`config.mk`:
```
export PLATFORM = sky130hd
export DESIGN_NAME = stepper_ramp_position_mover
export DESIGN_NICKNAME = d
export VERILOG_FILES = /design/src/hw/rtl/spm_pkg.sv /design/src/hw/rtl/spm_div.sv /design/src/hw/rtl/spm_dp.sv /design/src/hw/rtl/spm_ctrl.sv /design/src/hw/rtl/stepper_ramp_position_mover.sv
export SDC_FILE = /design/constraint.sdc
export NUM_CORES = 1
export LEC_CHECK = 0
export ABC_AREA = 1
export BUFFER_PORTS_ARGS = -buffer_cell sky130_fd_sc_hd__buf_2
export CORE_MARGIN = 10
export CORE_UTILIZATION = 30
export DETAILED_ROUTE_END_ITERATION = 7
export PLACE_DENSITY = 0.46
export SLEW_MARGIN = 20
export SYNTH_ARGS = -nofsm -noshare
export SYNTH_HDL_FRONTEND = slang
export SYNTH_SLANG_ARGS = --single-unit
export TNS_END_PERCENT = 30
```
`constraint.sdc`:
```
create_clock -name clk -period 8 [get_ports clk]
set_input_delay 0.8 -clock clk [delete_from_list [all_inputs] [get_ports clk]]
set_output_delay 0.8 -clock clk [all_outputs]
set_load 0.02 [all_outputs]
```
`src/hw/rtl/spm_pkg.sv`:
```
// Shared types and constants for the stepper ramp position mover.
// Payload structs, controller/datapath handshake structs, codes and coil table.
// No dependencies.
`default_nettype none

package spm_pkg;

    // input item and result item
    typedef struct packed {
        logic [1:0] mode;
        logic [3:0] digit;
    } item_t;

    typedef struct packed {
        logic [3:0] coils;
        logic       busy_res;
        logic       done_res;
        logic [3:0] position;
        logic [1:0] status;
    } result_t;

    // item modes
    localparam logic [1:0] MODE_TICK = 2'd0;
    localparam logic [1:0] MODE_MOVE = 2'd1;
    localparam logic [1:0] MODE_SET  = 2'd2;
    localparam logic [1:0] MODE_NONE = 2'd3;

    // result status codes
    localparam logic [1:0] ST_OK      = 2'd0;
    localparam logic [1:0] ST_AT_TGT  = 2'd1;
    localparam logic [1:0] ST_BUSY    = 2'd2;
    localparam logic [1:0] ST_BAD_DIG = 2'd3;

    // configuration register indexes
    localparam logic [1:0] CFG_STEPS_PER_POS = 2'd0;
    localparam logic [1:0] CFG_CRUISE_DELAY  = 2'd1;
    localparam logic [1:0] CFG_START_DELAY   = 2'd2;
    localparam logic [1:0] CFG_RAMP_LENGTH   = 2'd3;

    localparam int CFG_WIDTH = 16;

    // configuration reset values
    localparam logic [11:0] SPP_RST    = 12'd200;
    localparam logic [15:0] CRUISE_RST = 16'd2000;
    localparam logic [15:0] START_RST  = 16'd6000;
    localparam logic [9:0]  RAMP_RST   = 10'd40;

    // controller -> datapath
    typedef struct packed {
        logic load;
        logic eval;
        logic mul;
        logic div_start;
        logic finish;
        logic out_load;
    } spm_cmd_t;

    // datapath -> controller
    typedef struct packed {
        logic need_step;
        logic div_done;
    } spm_stat_t;

    // two-phase full-step coil pattern
    function automatic logic [3:0] coil_pattern(input logic [1:0] ph);
        logic [3:0] pat;
        unique case (ph)
            2'd0: pat = 4'h3;
            2'd1: pat = 4'h6;
            2'd2: pat = 4'hC;
            2'd3: pat = 4'h9;
        endcase
        return pat;
    endfunction

endpackage

`default_nettype wire

```
`src/hw/rtl/spm_div.sv`:
```
// Restoring divider, one quotient bit per cycle: 32-bit dividend, 10-bit divisor.
// Depends on nothing outside itself.
`default_nettype none

module spm_div (
    input  wire logic        clk,
    input  wire logic        rst_n,
    input  wire logic        start,
    input  wire logic [31:0] dividend,
    input  wire logic [9:0]  divisor,
    output logic             done,
    output logic [31:0]      quot
);

    logic        busy_reg, busy_next;
    logic        done_reg, done_next;
    logic [4:0]  cnt_reg, cnt_next;
    logic [31:0] quo_reg, quo_next;
    logic [9:0]  rem_reg, rem_next;
    logic [9:0]  dsr_reg, dsr_next;
    logic [10:0] trial;
    logic [10:0] trial_sub;

    assign trial     = {rem_reg, quo_reg[31]};
    assign trial_sub = trial - {1'b0, dsr_reg};

    always_comb
    begin
        busy_next = busy_reg;
        done_next = 1'b0;
        cnt_next  = cnt_reg;
        quo_next  = quo_reg;
        rem_next  = rem_reg;
        dsr_next  = dsr_reg;
        if (start)
        begin
            busy_next = 1'b1;
            cnt_next  = '0;
            quo_next  = dividend;
            rem_next  = '0;
            dsr_next  = divisor;
        end
        else if (busy_reg)
        begin
            if (trial >= {1'b0, dsr_reg})
            begin
                rem_next = trial_sub[9:0];
                quo_next = {quo_reg[30:0], 1'b1};
            end
            else
            begin
                rem_next = trial[9:0];
                quo_next = {quo_reg[30:0], 1'b0};
            end
            cnt_next = cnt_reg + 5'd1;
            if (cnt_reg == 5'd31)
            begin
                busy_next = 1'b0;
                done_next = 1'b1;
            end
        end
    end

    always_ff @(posedge clk or negedge rst_n)
    begin
        if (!rst_n)
        begin
            busy_reg <= 1'b0;
            done_reg <= 1'b0;
            cnt_reg  <= '0;
        end
        else
        begin
            busy_reg <= busy_next;
            done_reg <= done_next;
            cnt_reg  <= cnt_next;
        end
    end

    always_ff @(posedge clk)
    begin
        quo_reg <= quo_next;
        rem_reg <= rem_next;
        dsr_reg <= dsr_next;
    end

    assign done = done_reg;
    assign quot = quo_reg;

endmodule

`default_nettype wire

```
`src/hw/rtl/spm_dp.sv`:
```
// Datapath: configuration registers, mover state, ramp multiply and divide,
// result register. Uses spm_pkg and spm_div; driven by spm_ctrl commands.
`default_nettype none

module spm_dp
    import spm_pkg::*;
#(
    parameter int POSITIONS = 10
) (
    input  wire logic                 clk,
    input  wire logic                 rst_n,
    input  wire logic                 cfg_we,
    input  wire logic [1:0]           cfg_index,
    input  wire logic [CFG_WIDTH-1:0] cfg_data,
    input  wire item_t                item,
    input  wire spm_cmd_t             cmd,
    output spm_stat_t                 stat,
    output result_t                   result
);

    localparam logic [4:0] POS_N = 5'(POSITIONS);

    // configuration
    logic [11:0] spp_reg, spp_next;
    logic [15:0] cruise_reg, cruise_next;
    logic [15:0] start_reg, start_next;
    logic [9:0]  ramp_reg, ramp_next;

    // mover state
    logic [1:0]  phase_reg, phase_next;
    logic [3:0]  cur_reg, cur_next;
    logic [3:0]  target_reg, target_next;
    logic [15:0] step_reg, step_next;
    logic [15:0] total_reg, total_next;
    logic [15:0] delay_reg, delay_next;
    logic [9:0]  rused_reg, rused_next;
    logic        moving_reg, moving_next;
    logic [3:0]  coil_reg, coil_next;
    logic [1:0]  status_reg, status_next;
    logic        done_reg, done_next;

    // per-item payload
    item_t       item_reg, item_next;
    logic [15:0] factor_reg, factor_next;
    logic        cruise_sel_reg, cruise_sel_next;
    logic [31:0] prod_reg, prod_next;
    result_t     result_reg, result_next;

    // derived values
    logic        digit_ok;
    logic [4:0]  dist_sum;
    logic [4:0]  fwd_dist;
    logic [15:0] tot_new;
    logic [14:0] half_new;
    logic [9:0]  rnew;
    logic [15:0] dl_dec;
    logic [15:0] sn_inc;
    logic        sn_last;
    logic [1:0]  phase_dec;
    logic [16:0] decel_edge;
    logic        tick_cruise;
    logic [15:0] tick_factor;
    logic [15:0] diff;
    logic [15:0] d_raw;
    logic [15:0] d_fix;
    logic        div_done;
    logic [31:0] quot;

    assign digit_ok = {1'b0, item_reg.digit} < POS_N;
    assign dist_sum = {1'b0, item_reg.digit} + POS_N - {1'b0, cur_reg};
    assign fwd_dist = (dist_sum >= POS_N) ? (dist_sum - POS_N) : dist_sum;
    assign tot_new  = {12'd0, fwd_dist[3:0]} * {4'd0, spp_reg};
    assign half_new = tot_new[15:1];

    always_comb
    begin
        if ({5'd0, ramp_reg} < half_new)
            rnew = ramp_reg;
        else
            rnew = half_new[9:0];
        if (rnew == 10'd0)
            rnew = 10'd1;
    end

    assign dl_dec    = (delay_reg != 16'd0) ? (delay_reg - 16'd1) : delay_reg;
    assign sn_inc    = step_reg + 16'd1;
    assign sn_last   = sn_inc >= total_reg;
    assign phase_dec = phase_reg - 2'd1;

    // deceleration starts at total - r; a negative edge never matches
    assign decel_edge = {1'b0, total_reg} - {7'd0, rused_reg};

    always_comb
    begin
        tick_cruise = 1'b0;
        tick_factor = sn_inc;
        if (sn_inc < {6'd0, rused_reg})
            tick_factor = sn_inc;
        else if (!decel_edge[16] && (sn_inc >= decel_edge[15:0]))
            tick_factor = total_reg - sn_inc;
        else
            tick_cruise = 1'b1;
    end

    assign diff  = (start_reg > cruise_reg) ? (start_reg - cruise_reg) : 16'd0;
    assign d_raw = cruise_sel_reg ? cruise_reg : (start_reg - quot[15:0]);
    assign d_fix = (d_raw == 16'd0) ? 16'd1 : d_raw;

    spm_div u_div (
        .clk      (clk),
        .rst_n    (rst_n),
        .start    (cmd.div_start),
        .dividend (prod_reg),
        .divisor  (rused_reg),
        .done     (div_done),
        .quot     (quot)
    );

    always_comb
    begin
        stat.div_done  = div_done;
        stat.need_step = 1'b0;
        if (item_reg.mode == MODE_TICK)
            stat.need_step = moving_reg && (dl_dec == 16'd0) && !sn_last;
        else if (item_reg.mode == MODE_MOVE)
            stat.need_step = !moving_reg && digit_ok && (fwd_dist != 5'd0)
                             && (tot_new != 16'd0);
    end

    always_comb
    begin
        spp_next        = spp_reg;
        cruise_next     = cruise_reg;
        start_next      = start_reg;
        ramp_next       = ramp_reg;
        phase_next      = phase_reg;
        cur_next        = cur_reg;
        target_next     = target_reg;
        step_next       = step_reg;
        total_next      = total_reg;
        delay_next      = delay_reg;
        rused_next      = rused_reg;
        moving_next     = moving_reg;
        coil_next       = coil_reg;
        status_next     = status_reg;
        done_next       = done_reg;
        item_next       = item_reg;
        factor_next     = factor_reg;
        cruise_sel_next = cruise_sel_reg;
        prod_next       = prod_reg;
        result_next     = result_reg;

        if (cfg_we)
        begin
            unique case (cfg_index)
                CFG_STEPS_PER_POS: spp_next    = cfg_data[11:0];
                CFG_CRUISE_DELAY:  cruise_next = cfg_data[15:0];
                CFG_START_DELAY:   start_next  = cfg_data[15:0];
                CFG_RAMP_LENGTH:   ramp_next   = cfg_data[9:0];
            endcase
        end

        if (cmd.load)
            item_next = item;

        if (cmd.eval)
        begin
            status_next = ST_OK;
            done_next   = 1'b0;
            unique case (item_reg.mode)
                MODE_TICK:
                begin
                    if (moving_reg)
                    begin
                        delay_next = dl_dec;
                        if (dl_dec == 16'd0)
                        begin
                            step_next = sn_inc;
                            if (sn_last)
                            begin
                                coil_next   = 4'd0;
                                cur_next    = target_reg;
                                moving_next = 1'b0;
                                done_next   = 1'b1;
                            end
                            else
                            begin
                                phase_next      = phase_dec;
                                coil_next       = coil_pattern(phase_dec);
                                factor_next     = tick_factor;
                                cruise_sel_next = tick_cruise;
                            end
                        end
                    end
                end
                MODE_MOVE, MODE_SET:
                begin
                    if (moving_reg)
                        status_next = ST_BUSY;
                    else if (!digit_ok)
                        status_next = ST_BAD_DIG;
                    else if (item_reg.mode == MODE_SET)
                        cur_next = item_reg.digit;
                    else if (fwd_dist == 5'd0)
                        status_next = ST_AT_TGT;
                    else
                    begin
                        target_next = item_reg.digit;
                        total_next  = tot_new;
                        rused_next  = rnew;
                        step_next   = 16'd0;
                        if (tot_new == 16'd0)
                        begin
                            coil_next = 4'd0;
                            cur_next  = item_reg.digit;
                            done_next = 1'b1;
                        end
                        else
                        begin
                            // first step is always on the acceleration side, s = 0
                            moving_next     = 1'b1;
                            phase_next      = phase_dec;
                            coil_next       = coil_pattern(phase_dec);
                            factor_next     = 16'd0;
                            cruise_sel_next = 1'b0;
                        end
                    end
                end
                MODE_NONE:
                begin
                end
            endcase
        end

        if (cmd.mul)
            prod_next = diff * factor_reg;

        if (cmd.finish)
            delay_next = d_fix;

        if (cmd.out_load)
        begin
            result_next.coils    = coil_reg;
            result_next.busy_res = moving_reg;
            result_next.done_res = done_reg;
            result_next.position = cur_reg;
            result_next.status   = status_reg;
        end
    end

    always_ff @(posedge clk or negedge rst_n)
    begin
        if (!rst_n)
        begin
            spp_reg    <= SPP_RST;
            cruise_reg <= CRUISE_RST;
            start_reg  <= START_RST;
            ramp_reg   <= RAMP_RST;
            phase_reg  <= '0;
            cur_reg    <= '0;
            target_reg <= '0;
            step_reg   <= '0;
            total_reg  <= '0;
            delay_reg  <= '0;
            rused_reg  <= 10'd1;
            moving_reg <= 1'b0;
            coil_reg   <= '0;
            status_reg <= ST_OK;
            done_reg   <= 1'b0;
        end
        else
        begin
            spp_reg    <= spp_next;
            cruise_reg <= cruise_next;
            start_reg  <= start_next;
            ramp_reg   <= ramp_next;
            phase_reg  <= phase_next;
            cur_reg    <= cur_next;
            target_reg <= target_next;
            step_reg   <= step_next;
            total_reg  <= total_next;
            delay_reg  <= delay_next;
            rused_reg  <= rused_next;
            moving_reg <= moving_next;
            coil_reg   <= coil_next;
            status_reg <= status_next;
            done_reg   <= done_next;
        end
    end

    always_ff @(posedge clk)
    begin
        item_reg       <= item_next;
        factor_reg     <= factor_next;
        cruise_sel_reg <= cruise_sel_next;
        prod_reg       <= prod_next;
        result_reg     <= result_next;
    end

    assign result = result_reg;

endmodule

`default_nettype wire

```
`src/hw/rtl/spm_ctrl.sv`:
```
// Controller: sequences one item at a time through evaluate, ramp multiply,
// divide (only when a step begins) and result load. Uses spm_pkg; commands spm_dp.
`default_nettype none

module spm_ctrl
    import spm_pkg::*;
(
    input  wire logic      clk,
    input  wire logic      rst_n,
    input  wire logic      item_valid,
    output logic           item_ready,
    output logic           result_valid,
    input  wire logic      result_ready,
    input  wire spm_stat_t stat,
    output spm_cmd_t       cmd
);

    typedef enum logic [5:0] {
        S_IDLE   = 6'b000001,
        S_EVAL   = 6'b000010,
        S_MUL    = 6'b000100,
        S_DSTART = 6'b001000,
        S_DIV    = 6'b010000,
        S_OUT    = 6'b100000
    } state_t;

    state_t state_reg, state_next;
    logic   rvalid_reg, rvalid_next;
    logic   out_free;

    assign item_ready = (state_reg == S_IDLE);
    assign out_free   = !rvalid_reg || result_ready;

    always_comb
    begin
        state_next    = state_reg;
        cmd           = '0;
        cmd.load      = item_valid && (state_reg == S_IDLE);
        unique case (state_reg)
            S_IDLE:
            begin
                if (item_valid)
                    state_next = S_EVAL;
            end
            S_EVAL:
            begin
                cmd.eval   = 1'b1;
                state_next = stat.need_step ? S_MUL : S_OUT;
            end
            S_MUL:
            begin
                cmd.mul    = 1'b1;
                state_next = S_DSTART;
            end
            S_DSTART:
            begin
                cmd.div_start = 1'b1;
                state_next    = S_DIV;
            end
            S_DIV:
            begin
                if (stat.div_done)
                begin
                    cmd.finish = 1'b1;
                    state_next = S_OUT;
                end
            end
            S_OUT:
            begin
                // wait for the result register to be free
                if (out_free)
                begin
                    cmd.out_load = 1'b1;
                    state_next   = S_IDLE;
                end
            end
            default:
            begin
                state_next = S_IDLE;
            end
        endcase
    end

    always_comb
    begin
        rvalid_next = rvalid_reg;
        if (cmd.out_load)
            rvalid_next = 1'b1;
        else if (result_ready)
            rvalid_next = 1'b0;
    end

    always_ff @(posedge clk or negedge rst_n)
    begin
        if (!rst_n)
        begin
            state_reg  <= S_IDLE;
            rvalid_reg <= 1'b0;
        end
        else
        begin
            state_reg  <= state_next;
            rvalid_reg <= rvalid_next;
        end
    end

    assign result_valid = rvalid_reg;

endmodule

`default_nettype wire

```
`src/hw/rtl/stepper_ramp_position_mover.sv`:
```
// Sequencing: a tick that starts no new step, a set or a rejected command goes from
// evaluate straight to result load; an item that begins a step first passes through
// a 16x16 multiply and then the bit-serial ramp divider before its result is loaded.
// One item at a time: the next is taken the cycle after the result is registered;
// the result load itself waits until the result register is free.
// Reset (rst_n, async, active low): coils off, position 0, idle, registers at defaults.
`default_nettype none

module stepper_ramp_position_mover
    import spm_pkg::*;
#(
    parameter int POSITIONS = 10
) (
    input  wire logic                 clk,
    input  wire logic                 rst_n,
    input  wire logic                 cfg_we,
    input  wire logic [1:0]           cfg_index,
    input  wire logic [CFG_WIDTH-1:0] cfg_data,
    input  wire logic                 item_valid,
    output logic                      item_ready,
    input  wire item_t                item,
    output logic                      result_valid,
    input  wire logic                 result_ready,
    output result_t                   result
);

    spm_cmd_t  cmd;
    spm_stat_t stat;

    spm_ctrl u_ctrl (
        .clk          (clk),
        .rst_n        (rst_n),
        .item_valid   (item_valid),
        .item_ready   (item_ready),
        .result_valid (result_valid),
        .result_ready (result_ready),
        .stat         (stat),
        .cmd          (cmd)
    );

    spm_dp #(
        .POSITIONS (POSITIONS)
    ) u_dp (
        .clk       (clk),
        .rst_n     (rst_n),
        .cfg_we    (cfg_we),
        .cfg_index (cfg_index),
        .cfg_data  (cfg_data),
        .item      (item),
        .cmd       (cmd),
        .stat      (stat),
        .result    (result)
    );

endmodule

`default_nettype wire

```
* Yosys cells after proc, flatten, opt, wreduce, memory -nomap -nowiden
Cells that the tools add are included.
** Storage, ports and cells
- Bits in registers :: 263
- Input bits :: 29
- Word-level logic and storage cells :: 247
** Cells by class
- Add/sub/neg operators :: 12
- Multipliers :: 2
- Magnitude comparators :: 8
- Equal/unequal tests :: 29
- Multiplexer cells :: 119
- Bitwise logic cells :: 3
- Reductions and logical operators :: 41
** Operator list (number)
- 16-bit 2-to-1 mux :: 24
- 32-bit 2-to-1 mux :: 2
- 4-bit 2-to-1 mux :: 16
- 16-bit one-hot mux with 2 select lines :: 2
- 16-bit zero test :: 3
- 16-bit subtractor :: 3
- 1-bit 2-to-1 mux :: 45
- 6-bit one-hot mux with 6 select lines :: 1
- 16-bit >= comparator :: 2
- 16-bit by 16-bit multiplier with 32-bit output :: 1
- 16-bit nonzero test :: 2
- 10-bit 2-to-1 mux :: 3
- 2-bit 2-to-1 mux :: 12
- 6-bit 2-to-1 mux :: 4
- 16-bit by 10-bit subtractor with 17-bit output :: 1
- 16-bit by 1-bit adder with 16-bit output (second input constant) :: 1
- 16-bit > comparator :: 1
- 16-bit by 10-bit less-than comparator with 1-bit output :: 1
- 4-bit by 12-bit multiplier with 16-bit output :: 1
- 4-bit one-hot mux with 2 select lines :: 2
- 4-bit one-hot mux with 4 select lines :: 1
- 16-bit by 1-bit subtractor with 16-bit output (second input constant) :: 1
- 10-bit by 15-bit less-than comparator with 1-bit output :: 1
- 5-bit 2-to-1 mux :: 3
- 40 further kinds :: 81

* Longest topological paths before layout
Gate-level depths: netlist of the first run.
- Depth in word-level cells :: 12
- Gate-level depth with buffers :: 41
- Mapped depth without buffers :: 39

* Modules after synthesis
From an unflattened synthesis of the first run, not the netlist that was laid out.
** Second synthesis, totals
- Cells, all modules :: 3340
- Area, all modules :: 26312.7 µm²
** Modules (own cells, without submodules)
- spm_dp :: times used 1, cells an instance 2909, area each 22771.8 µm², sequential area each 5288.8 µm²
- spm_div :: times used 1, cells an instance 369, area each 3109.2 µm², sequential area each 1636.6 µm²
- spm_ctrl :: times used 1, cells an instance 62, area each 431.7 µm², sequential area each 176.4 µm²

* Worst setup path after synthesis of the first run
No wires, ideal clock.
- Path type :: reg-to-reg
- From :: register u_dp.start_reg[0]
- To :: register u_dp.prod_reg[28] (data pin)
- Arrival :: 7.000 ns
- Setup slack :: 0.738 ns
- Cell stages (with the launch flop) :: 37
- Buffers on the path :: 1
- Path through :: dfrtp_1 inv_1 ha_1 inv_1 fa_1 nand3_1 and2_1 inv_1 nand2_1 o311ai_1 a21oi_2 o21ai_1 nand2_1 inv_2 nand3_1 clkbuf_1 nor2_1 fa_1 inv_1 fa_1 inv_1 fa_1 fa_1 fa_1 inv_1 fa_1 inv_1 ha_1 a21oi_1 o21ai_0 inv_1 o21ai_0 nand2_1 nand3_1 a31oi_1 o21bai_1 xor2_1
** On the way
- Longest elaborated chain between the ends :: 3
- Elaborated cells between the ends (all ways) :: 4
- Those cells by class :: 1 x add/sub; 1 x mul; 1 x order compare; 1 x mux
** RTL lines
- start: declaration :: line spm_dp.sv:26 : logic [15:0] start_reg, start_next;
- start signal: assignment :: line spm_dp.sv:275 : start_reg <= start_next;
- 16-bit subtractor / 16-bit > comparator (equally long branches) :: line spm_dp.sv:105 : assign diff = (start_reg > cruise_reg) ? (start_reg - cruise_reg) : 16'd0;
- 16-bit 2-to-1 mux * :: line spm_dp.sv:105
- 16-bit by 16-bit multiplier with 32-bit output * :: line spm_dp.sv:236 : prod_next = diff * factor_reg;
- end signal: assignment :: line spm_dp.sv:296 : prod_reg <= prod_next;
- end: declaration :: line spm_dp.sv:46 : logic [31:0] prod_reg, prod_next;
Mark *: on every way between the ends. The rest lies on a longest branch, timed or not.
A chain may end at the register's enable or synchronous reset.

* Final worst setup path of the first run
- From :: register u_dp.cruise_reg[7]
- To :: register u_dp.prod_reg[29] (data pin)
** On the way
- Longest elaborated chain between the ends :: 3
- Elaborated cells between the ends (all ways) :: 4
- Those cells by class :: 1 x add/sub; 1 x mul; 1 x order compare; 1 x mux
** RTL lines
- start: declaration :: line spm_dp.sv:25 : logic [15:0] cruise_reg, cruise_next;
- start signal: assignment :: line spm_dp.sv:274 : cruise_reg <= cruise_next;
- 16-bit subtractor / 16-bit > comparator (equally long branches) :: line spm_dp.sv:105
- 16-bit 2-to-1 mux * :: line spm_dp.sv:105
- 16-bit by 16-bit multiplier with 32-bit output * :: line spm_dp.sv:236
Marked as above.

==> impl_metrics.json, run 1 <==
{
  "status": "finished clean",
  "clk_latency_ns": 0.54,
  "critPathArrivalTime_ns": 7.91,
  "dieArea_um2": 99460,
  "regToRegSetupSlack_ns": 0.36,
  "seq_area_frac_synth_pct": 27.13,
  "hpwl_mm": 65.18,
  "worst_pin_slew_ns": 1.060,
  "gp_congestion": 0.9115,
  "cts_sinks": 263,
  "grt-ovfl-total": 0,
  "path_class": "flop to flop",
  "rsz0062_at_grt": "yes",
  "synth_xor_xnor_area_share_pct": 3.346,
  "final_common_cell": "nand2_1",
  "drc_errors": 0,
  "drive_gt1_share_pct": 8.514,
  "clock-root-buffer": "clkbuf_16",
  "syn_avg_cell_area_um2": 7.869,
  "grt_pass1_wl_mm": 127.0,
  "stdcell_count": 4574,
  "num_io_pins": 43,
  "synth-seq-cells": 263,
  "fin_tns_setup_ns": 0,
  "drv_cap": 0,
  "skew_ns": 0.02410,
  "critPathRequiredTime_ns": 8.28,
  "drt_wl_total_mm": 80.32,
  "tritoncts": "built",
  "syn-instance-count": 3326,
  "die_y_um": 315.4,
  "drtPass1Iterations": 5,
  "crit_path_start_kind": "flop",
  "vias": 21280,
  "use_met2_pct": 27.15,
  "htreeDepth": 2,
  "drtIter0Drc": 1341,
  "layout.nets": 3883,
  "grt_most_used_layer": "met2",
  "final_hold_viol_count": 0,
  "row_count": 108,
  "fin_crit_sh_pct": 95.45,
  "hp-class": "primary input to async pin",
  "start_util_pct": 30.22,
  "max_stage_delay_ns": 0.55,
  "synthFlopType": "dfrtp_1",
  "timing.slew.headroom_pct": 29.17,
  "synth_top_family_by_area": "adder cells",
  "syn_to_final_growth_pct": 12.24,
  "fmaxAchievable_mhz": 131.0,
  "synthAdderAreaFrac_pct": 28.35,
  "ant_nets": 0,
  "cp_slowest_cell": "dfstp_2",
  "synth_area_um2": 26170,
  "grt.total_usage_pct": 16.28,
  "placed_cells": 4504,
  "synth_fp_nets": 3816,
  "numPortBuffers": 42,
  "antenna_found_initial": 5,
  "grtUsageMet3_pct": 2.122,
  "cp-end-kind": "flop",
  "avgRoutedWirePerCell_um": 17.56,
  "clk_pin_slew_worst_paths_ns": 0.06,
  "die_w_um": 315.4,
  "ys_types": 58,
  "synth_compound_area_share_pct": 9.322,
  "crit_top_cell": "fa_1",
  "grt_max_degree": 74,
  "grt_pass1_vias": 21740,
  "final_area_um2": 29380,
  "viasPerCell": 4.653,
  "cts_buffer_depth": 3,
  "finalCriticalPeriod_ns": 7.636,
  "drv_slew": 0,
  "layout_common_cells": "nand2_1, inv_1, nor2_1",
  "synth_edf_count": 109,
  "dpl-instance-area_um2": 27940,
  "met1_usage_pct": 22.38,
  "cts_buffers": 34,
  "synthSimpleGateAreaFrac_pct": 21.63,
  "crit_path_max_fanout": 10,
  "setup_viol": 0,
  "ys_warn_count": 0,
  "core_area_um2": 86620,
  "synthArstFlopShare_pct": 54.75,
  "synth_mux_area_share_pct": 0.03824
}
-- Yosys cell counts, types with 66 or more instances --
cell type / count / area share [%]
xor2_1: 66 / 2.2
nand2_1: 795 / 11
ha_1: 241 / 12
dfrtp_1: 124 / 12
nor2_1: 315 / 4.5
o21ai_0: 204 / 3.9
nand3_1: 110 / 2.1
inv_1: 612 / 8.8
edfxtp_1: 109 / 13
a21oi_1: 139 / 2.7
fa_1: 220 / 17
-- through the flow --
step	hold WS, ns	setup WS (ns)	utilization (%)
after CTS	0.3079	0.07063	33.59
after floorplan	0.4249	0.7377	-
after global routing	0.3660	-0.04261	33.91
after detailed placement	0.4336	-0.05266	32.25
final	0.3107	0.3640	33.92
after global placement	0.4326	0.05471	32.25
-- cell type report --
class	count	area [um^2]
clock buffer	45	944.7
fill	9291	57240
antenna	1	2.502
inverter	629	2374
multi-input combinational	2365	16620
sequential	263	7102
tap	1155	1445
clock inverter	16	201.4
timing repair buffer	100	691.9
-- final timing paths --
kind                                      end               start  cells past startpoint
max reg2reg                 u_dp.prod_reg[29]  u_dp.cruise_reg[7]                     29
min                           u_dp.spp_reg[8]               rst_n                      1
max                         u_dp.prod_reg[29]  u_dp.cruise_reg[7]                     29
max in group asynchronous  u_dp.start_reg[14]               rst_n                      2
min reg2reg                   u_dp.result[10]    u_dp.coil_reg[2]                      0
min in group clk             u_dp.item_reg[4]             item[4]                      1
-- what timing repair did --
item / CTS / global route
resized for setup: 3 / 60
buffers inserted: 0 / 8
pin swaps: 0 / 7
endpoints found under the setup margin: 2 / 18
hold buffers: 0 / 0
-- metal layers --
| layer | vias up | part of all wire [%] |
|---|---|---|
| met5 | - | 0 |
| met4 | 0 | 1.9 |
| met3 | 81 | 4.2 |
| met2 | 387 | 47 |
| met1 | 10180 | 47 |
| li1 | 10630 | - |
-- critical path: cells and delay by family, from the launching register on --
kind	cells	cell delay, ns
AND/OR/NAND/NOR	6	1.19
AO/OA/AOI/OAI	8	1.24
XOR/XNOR	1	0.14
flip-flops	1	0.55
buffers and inverters	6	0.58
adder cells (fa/ha/maj)	8	3.69
-- logic make-up (layout without fill, tap and decap cells) --
family,Yosys count,count (layout)
multiplexers,1,1
adder cells (fa/ha/maj),461,461
XOR/XNOR,100,100
buffers and inverters,698,790
AND/OR/NAND/NOR,1362,1362
AO/OA/AOI/OAI,441,441
other,0,1
flip-flops,263,263
Power of run 1 is left out: the tool's default activity adds up to more than one toggle a clock period on the data nets, which glitch-free logic cannot reach.
==> run 2: changes to the inputs <==
--- a/config.mk
+++ b/config.mk
@@ -6,10 +6,10 @@
 export NUM_CORES = 1
 export LEC_CHECK = 0
 export ABC_AREA = 1
-export BUFFER_PORTS_ARGS = -buffer_cell sky130_fd_sc_hd__buf_2
 export CORE_MARGIN = 10
 export CORE_UTILIZATION = 30
 export DETAILED_ROUTE_END_ITERATION = 7
+export DONT_BUFFER_PORTS = 1
 export PLACE_DENSITY = 0.46
 export SLEW_MARGIN = 20
 export SYNTH_ARGS = -nofsm -noshare
==> run 2 against run 1 <==
  * Non-clock buffer count is 49 lower
  * Sequential cell count unchanged
  * Core utilization shrank 0.52 points
  * Hold slack worse by 0.26 ns
  * Clock skew increased by 0.023 ns
  * Setup slack better by 0.043 ns
  * Final cell count is 1.2% lower
  * Sequential share of layout area grew 0.38 points
  * Final area is 1.5% lower
  * Register-to-register slack gained 0.04 ns
  * Critical endpoint unchanged
==> impl_metrics.json, run 2 (synthesis gave the netlist of run 1 again) <==
{
  "status": "finished clean",
  "htreeDepth": 1,
  "dpl-instance-area_um2": 27650,
  "grt_pass1_vias": 21430,
  "timing.slew.headroom_pct": 26.67,
  "stdcell_count": 4519,
  "fmaxAchievable_mhz": 131.7,
  "start_util_pct": 30.22,
  "clock-root-buffer": "clkbuf_16",
  "viasPerCell": 4.647,
  "placed_cells": 4452,
  "hp-class": "primary input to async pin",
  "critPathArrivalTime_ns": 7.91,
  "row_count": 108,
  "clk_pin_slew_worst_paths_ns": 0.06,
  "syn_to_final_growth_pct": 10.52,
  "avgRoutedWirePerCell_um": 17.78,
  "cp_slowest_cell": "fa_1",
  "drv_cap": 0,
  "dieArea_um2": 99460,
  "grt_max_degree": 125,
  "finalCriticalPeriod_ns": 7.592,
  "die_y_um": 315.4,
  "grt.total_usage_pct": 16.18,
  "final_area_um2": 28930,
  "vias": 21000,
  "grt-ovfl-total": 0,
  "drive_gt1_share_pct": 6.540,
  "cp-end-kind": "flop",
  "core_area_um2": 86620,
  "ant_nets": 0,
  "path_class": "flop to flop",
  "worst_pin_slew_ns": 1.090,
  "cts_sinks": 263,
  "reg2reg_depth": 30,
  "max_stage_delay_ns": 0.57,
  "critPathRequiredTime_ns": 8.32,
  "drv_slew": 0,
  "drtIter0Drc": 1368,
  "grt_pass1_wl_mm": 126.1,
  "final_common_cell": "nand2_1",
  "drc_errors": 0,
  "drt_wl_total_mm": 80.35,
  "antennaDiodeCount": 0,
  "layout.nets": 3830,
  "fin_crit_sh_pct": 94.91,
  "antenna_found_initial": 5,
  "rsz0062_at_grt": "no",
  "hpwl_mm": 64.87,
  "setup_viol": 0,
  "clk_latency_ns": 0.61,
  "crit_path_start_kind": "flop",
  "crit_top_cell": "fa_1",
  "crit_path_max_fanout": 7,
  "layout_common_cells": "nand2_1, inv_1, nor2_1",
  "skew_ns": 0.04680,
  "cts_buffers": 30,
  "gp_congestion": 0.8993,
  "numPortBuffers": 0,
  "drtPass1Iterations": 5,
  "num_io_pins": 43,
  "tritoncts": "built",
  "die_w_um": 315.4,
  "cts_buffer_depth": 3,
  "final_hold_viol_count": 0
}
-- run 2: cell count changes in the layout (fill, tap and decap cells not counted), moves of 3 or more --
| cell | delta |
|---|---|
| ha_1 | +6 |
| clkbuf_16 | -6 |
| clkinv_1 | +8 |
| nor2_2 | -5 |
| buf_4 | -8 |
| buf_2 | -40 |
| nor2_1 | +5 |
| inv_1 | +3 |
| clkinv_2 | -3 |
| clkbuf_1 | -3 |
| ha_2 | -6 |
-- run 2: through the flow --
step	setup TNS, ns	util (%)	hold slack (ns)	setup WS [ns]
detailed placement	-0.01961	31.93	0.4476	-0.01961
CTS	0	33.11	0.006142	0.07508
finish	0	33.40	0.05079	0.4075
floorplan	0	-	0.4249	0.7377
global route	0	33.40	0.008641	0.01574
global placement	0	31.93	0.4411	0.06280
-- run 2: final cells by class --
cell class,instances,area (um^2)
clock inverters,21,221.5
fillers,9330,57690
inverters,629,2370
clock buffers,35,769.5
well taps,1155,1445
multi-input cells,2365,16580
flip-flops and latches,263,7102
repair buffers,51,436.7
-- run 2: final timing paths --
kind	slack [ns]	end	start
hold / removal	0.05	u_dp.spp_reg[7]	rst_n
setup / recovery	0.41	u_dp.prod_reg[29]	u_dp.cruise_reg[7]
max in group asynchronous	7.22	u_dp.delay_reg[11]	rst_n
min in group clk	0.28	u_dp.item_reg[5]	item[5]
hold reg to reg	0.45	u_dp.result[9]	u_dp.coil_reg[1]
setup reg to reg	0.41	u_dp.prod_reg[29]	u_dp.cruise_reg[7]
-- run 2: critical path, delay by kind of cell (launching register included) --
kind,cells,cell delay (ns)
and+or+nand+nor,7,1.08
xor gates and xnor gates,1,0.14
buffers and inverters,7,0.70
DFF,1,0.54
AOI/OAI and AO/OA,7,1.03
adders and majority gates,8,3.85
-- run 2: what timing repair did --
action,4_1_cts,5_1_grt
endpoints found under the hold margin,124,0
gates resized for setup,1,48
buffers inserted,0,9
gates cloned,0,1
pin swaps,0,7
hold buffers,1,0
endpoints found under the setup margin,1,18
-- run 2: metal layers --
layer,vias to the layer above,part of all wire (%),routed length (um),track usage [%]
met5,-,0.016,13,0
met4,2,2.5,2025,3.818
met3,96,3.7,2977,1.867
met2,339,46,37280,26.97
met1,10030,47,38040,22.22
li1,10530,-,-,-
Power of run 2 is left out for the same reason.
==> run 3: changes to the inputs <==
--- a/config.mk
+++ b/config.mk
@@ -6,7 +6,7 @@
 export NUM_CORES = 1
 export LEC_CHECK = 0
 export ABC_AREA = 1
-export CORE_MARGIN = 10
+export CORE_MARGIN = 2
 export CORE_UTILIZATION = 30
 export DETAILED_ROUTE_END_ITERATION = 7
 export DONT_BUFFER_PORTS = 1
==> run 3 against run 2 <==
  * Clock skew down 0.018 ns
  * First-iteration DRC count up 7.0%
  * Count of clock-buffer cells in the layout up 2
  * Global-route usage up 1.6 points
  * Wire length down 1.0%
  * Fmax down 1.5%
  * Critical endpoint is now u_dp.prod_reg[26]
  * Via count up 0.57%
  * Core utilization up 0.23 points
  * Setup slack worse by 0.11 ns
==> impl_metrics.json, run 3 (synthesis gave the netlist of run 1 again) <==
{
  "clk_pin_slew_worst_paths_ns": 0.06,
  "gp_congestion": 0.9268,
  "dieArea_um2": 89630,
  "hpwl_mm": 63.52,
  "die_y_um": 299.4,
  "num_io_pins": 43,
  "fin_crit_sh_pct": 96.32,
  "setup_slack_ns": 0.2943,
  "crit_top_cell": "fa_1",
  "pre_cts_slack_ns": -0.07983,
  "final_common_cell": "nand2_1",
  "drc_errors": 0,
  "hp-class": "primary input to async pin",
  "critPathArrivalTime_ns": 8.01,
  "drtIter0Drc": 1464,
  "path_class": "flop to flop",
  "grt_max_degree": 125,
  "timing.slew.headroom_pct": 28.86,
  "grt.total_usage_pct": 17.81,
  "cts_sinks": 263,
  "row_count": 108,
  "viasPerCell": 4.659,
  "numPortBuffers": 0,
  "grt_pass1_vias": 21550,
  "grt_pass1_wl_mm": 124.8,
  "crit_path_max_fanout": 6,
  "vias": 21120,
  "tritoncts": "built",
  "ant_nets": 0,
  "layout_common_cells": "nand2_1, inv_1, nor2_1",
  "crit_path_start_kind": "flop",
  "fmaxAchievable_mhz": 129.8,
  "multi_input_area_um2": 16590,
  "setup_viol": 0,
  "antennaDiodeCount": 0,
  "cp-end-kind": "flop",
  "core_area_um2": 86620,
  "post-route-util_pct": 33.63,
  "cp_num_buf_inv": 8,
  "die_w_um": 299.4,
  "htreeDepth": 1,
  "status": "finished clean",
  "skew_ns": 0.02886,
  "avgRoutedWirePerCell_um": 17.55,
  "grt-ovfl-total": 0,
  "finalCriticalPeriod_ns": 7.706,
  "clock-root-buffer": "clkbuf_16",
  "seqCellArea_um2": 7102,
  "cts_buffers": 30,
  "drt_wl_total_mm": 79.53,
  "cp_slowest_cell": "fa_1",
  "layout.nets": 3845,
  "drive_gt1_share_pct": 7.075,
  "syn_to_final_growth_pct": 11.28,
  "start_util_pct": 30.22,
  "drv_slew": 0,
  "cp_top_family": "adder cells",
  "rsz0062_at_grt": "no",
  "critPathRequiredTime_ns": 8.31,
  "antenna_found_initial": 8,
  "clk_latency_ns": 0.59,
  "cts_buffer_depth": 3,
  "fin_tns_setup_ns": 0,
  "max_stage_delay_ns": 0.55,
  "drv_cap": 0,
  "fin_hold_ws_ns": 0.06182,
  "drtPass1Iterations": 5,
  "fillers": 9271,
  "final_hold_viol_count": 0,
  "worst_pin_slew_ns": 1.063
}
-- run 3: cell types whose count changed in the layout (fill, tap and decap cells not counted), sizes merged --
cell and delta:
bufinv +1, buf +14, clkinv -5, inv -2, clkbuf +2, clkinvlp +3
nand2 +1
-- run 3: worst paths after layout --
path / startpoint / to / slack [ns] / cells after the start
max in group asynchronous: rst_n / u_dp.delay_reg[0] / 7.26 / 1
max reg2reg: u_dp.cruise_reg[7] / u_dp.prod_reg[26] / 0.29 / 30
min reg2reg: u_dp.coil_reg[3] / u_dp.result[11] / 0.45 / 0
min: rst_n / u_dp.spp_reg[7] / 0.06 / 0
min in group clk: item[3] / u_dp.item_reg[3] / 0.31 / 0
max: u_dp.cruise_reg[7] / u_dp.prod_reg[26] / 0.29 / 30
-- run 3: metal layers --
metal  track usage, %  routed length (um)  vias up
met2            29.53               36450      397
met1            24.92               37800    10070
met4            3.798                1807        0
li1                 -                   -    10570
met3            2.124                3473       82
met5                0                   0        -
-- run 3: stage by stage --
step	instances	instance area (um^2)
6_report	4533	29130
5_1_grt	4533	29130
4_1_cts	4518	28800
3_5_place_dp	4462	27730
3_3_place_gp	4462	27730
2_1_floorplan	3326	26170
-- run 3: final cells by class --
cell class	count	area share, %
tap	1155	4.962
sequential	263	24.38
timing repair buffer	65	1.985
clock inverter	18	0.7861
clock buffer	37	2.775
multi-input combinational	2366	56.96
inverter	629	8.153
-- run 3: repair_timing --
| action | 4_1_cts | 5_1_grt |
|---|---|---|
| resized for setup | 4 | 45 |
| setup buffers | 0 | 13 |
| pin swaps | 0 | 8 |
| hold buffers | 1 | 0 |
| setup endpoints to repair | 2 | 15 |
| gates cloned | 0 | 1 |
| hold endpoints to repair | 124 | 0 |
Power of run 3 is left out for the same reason.
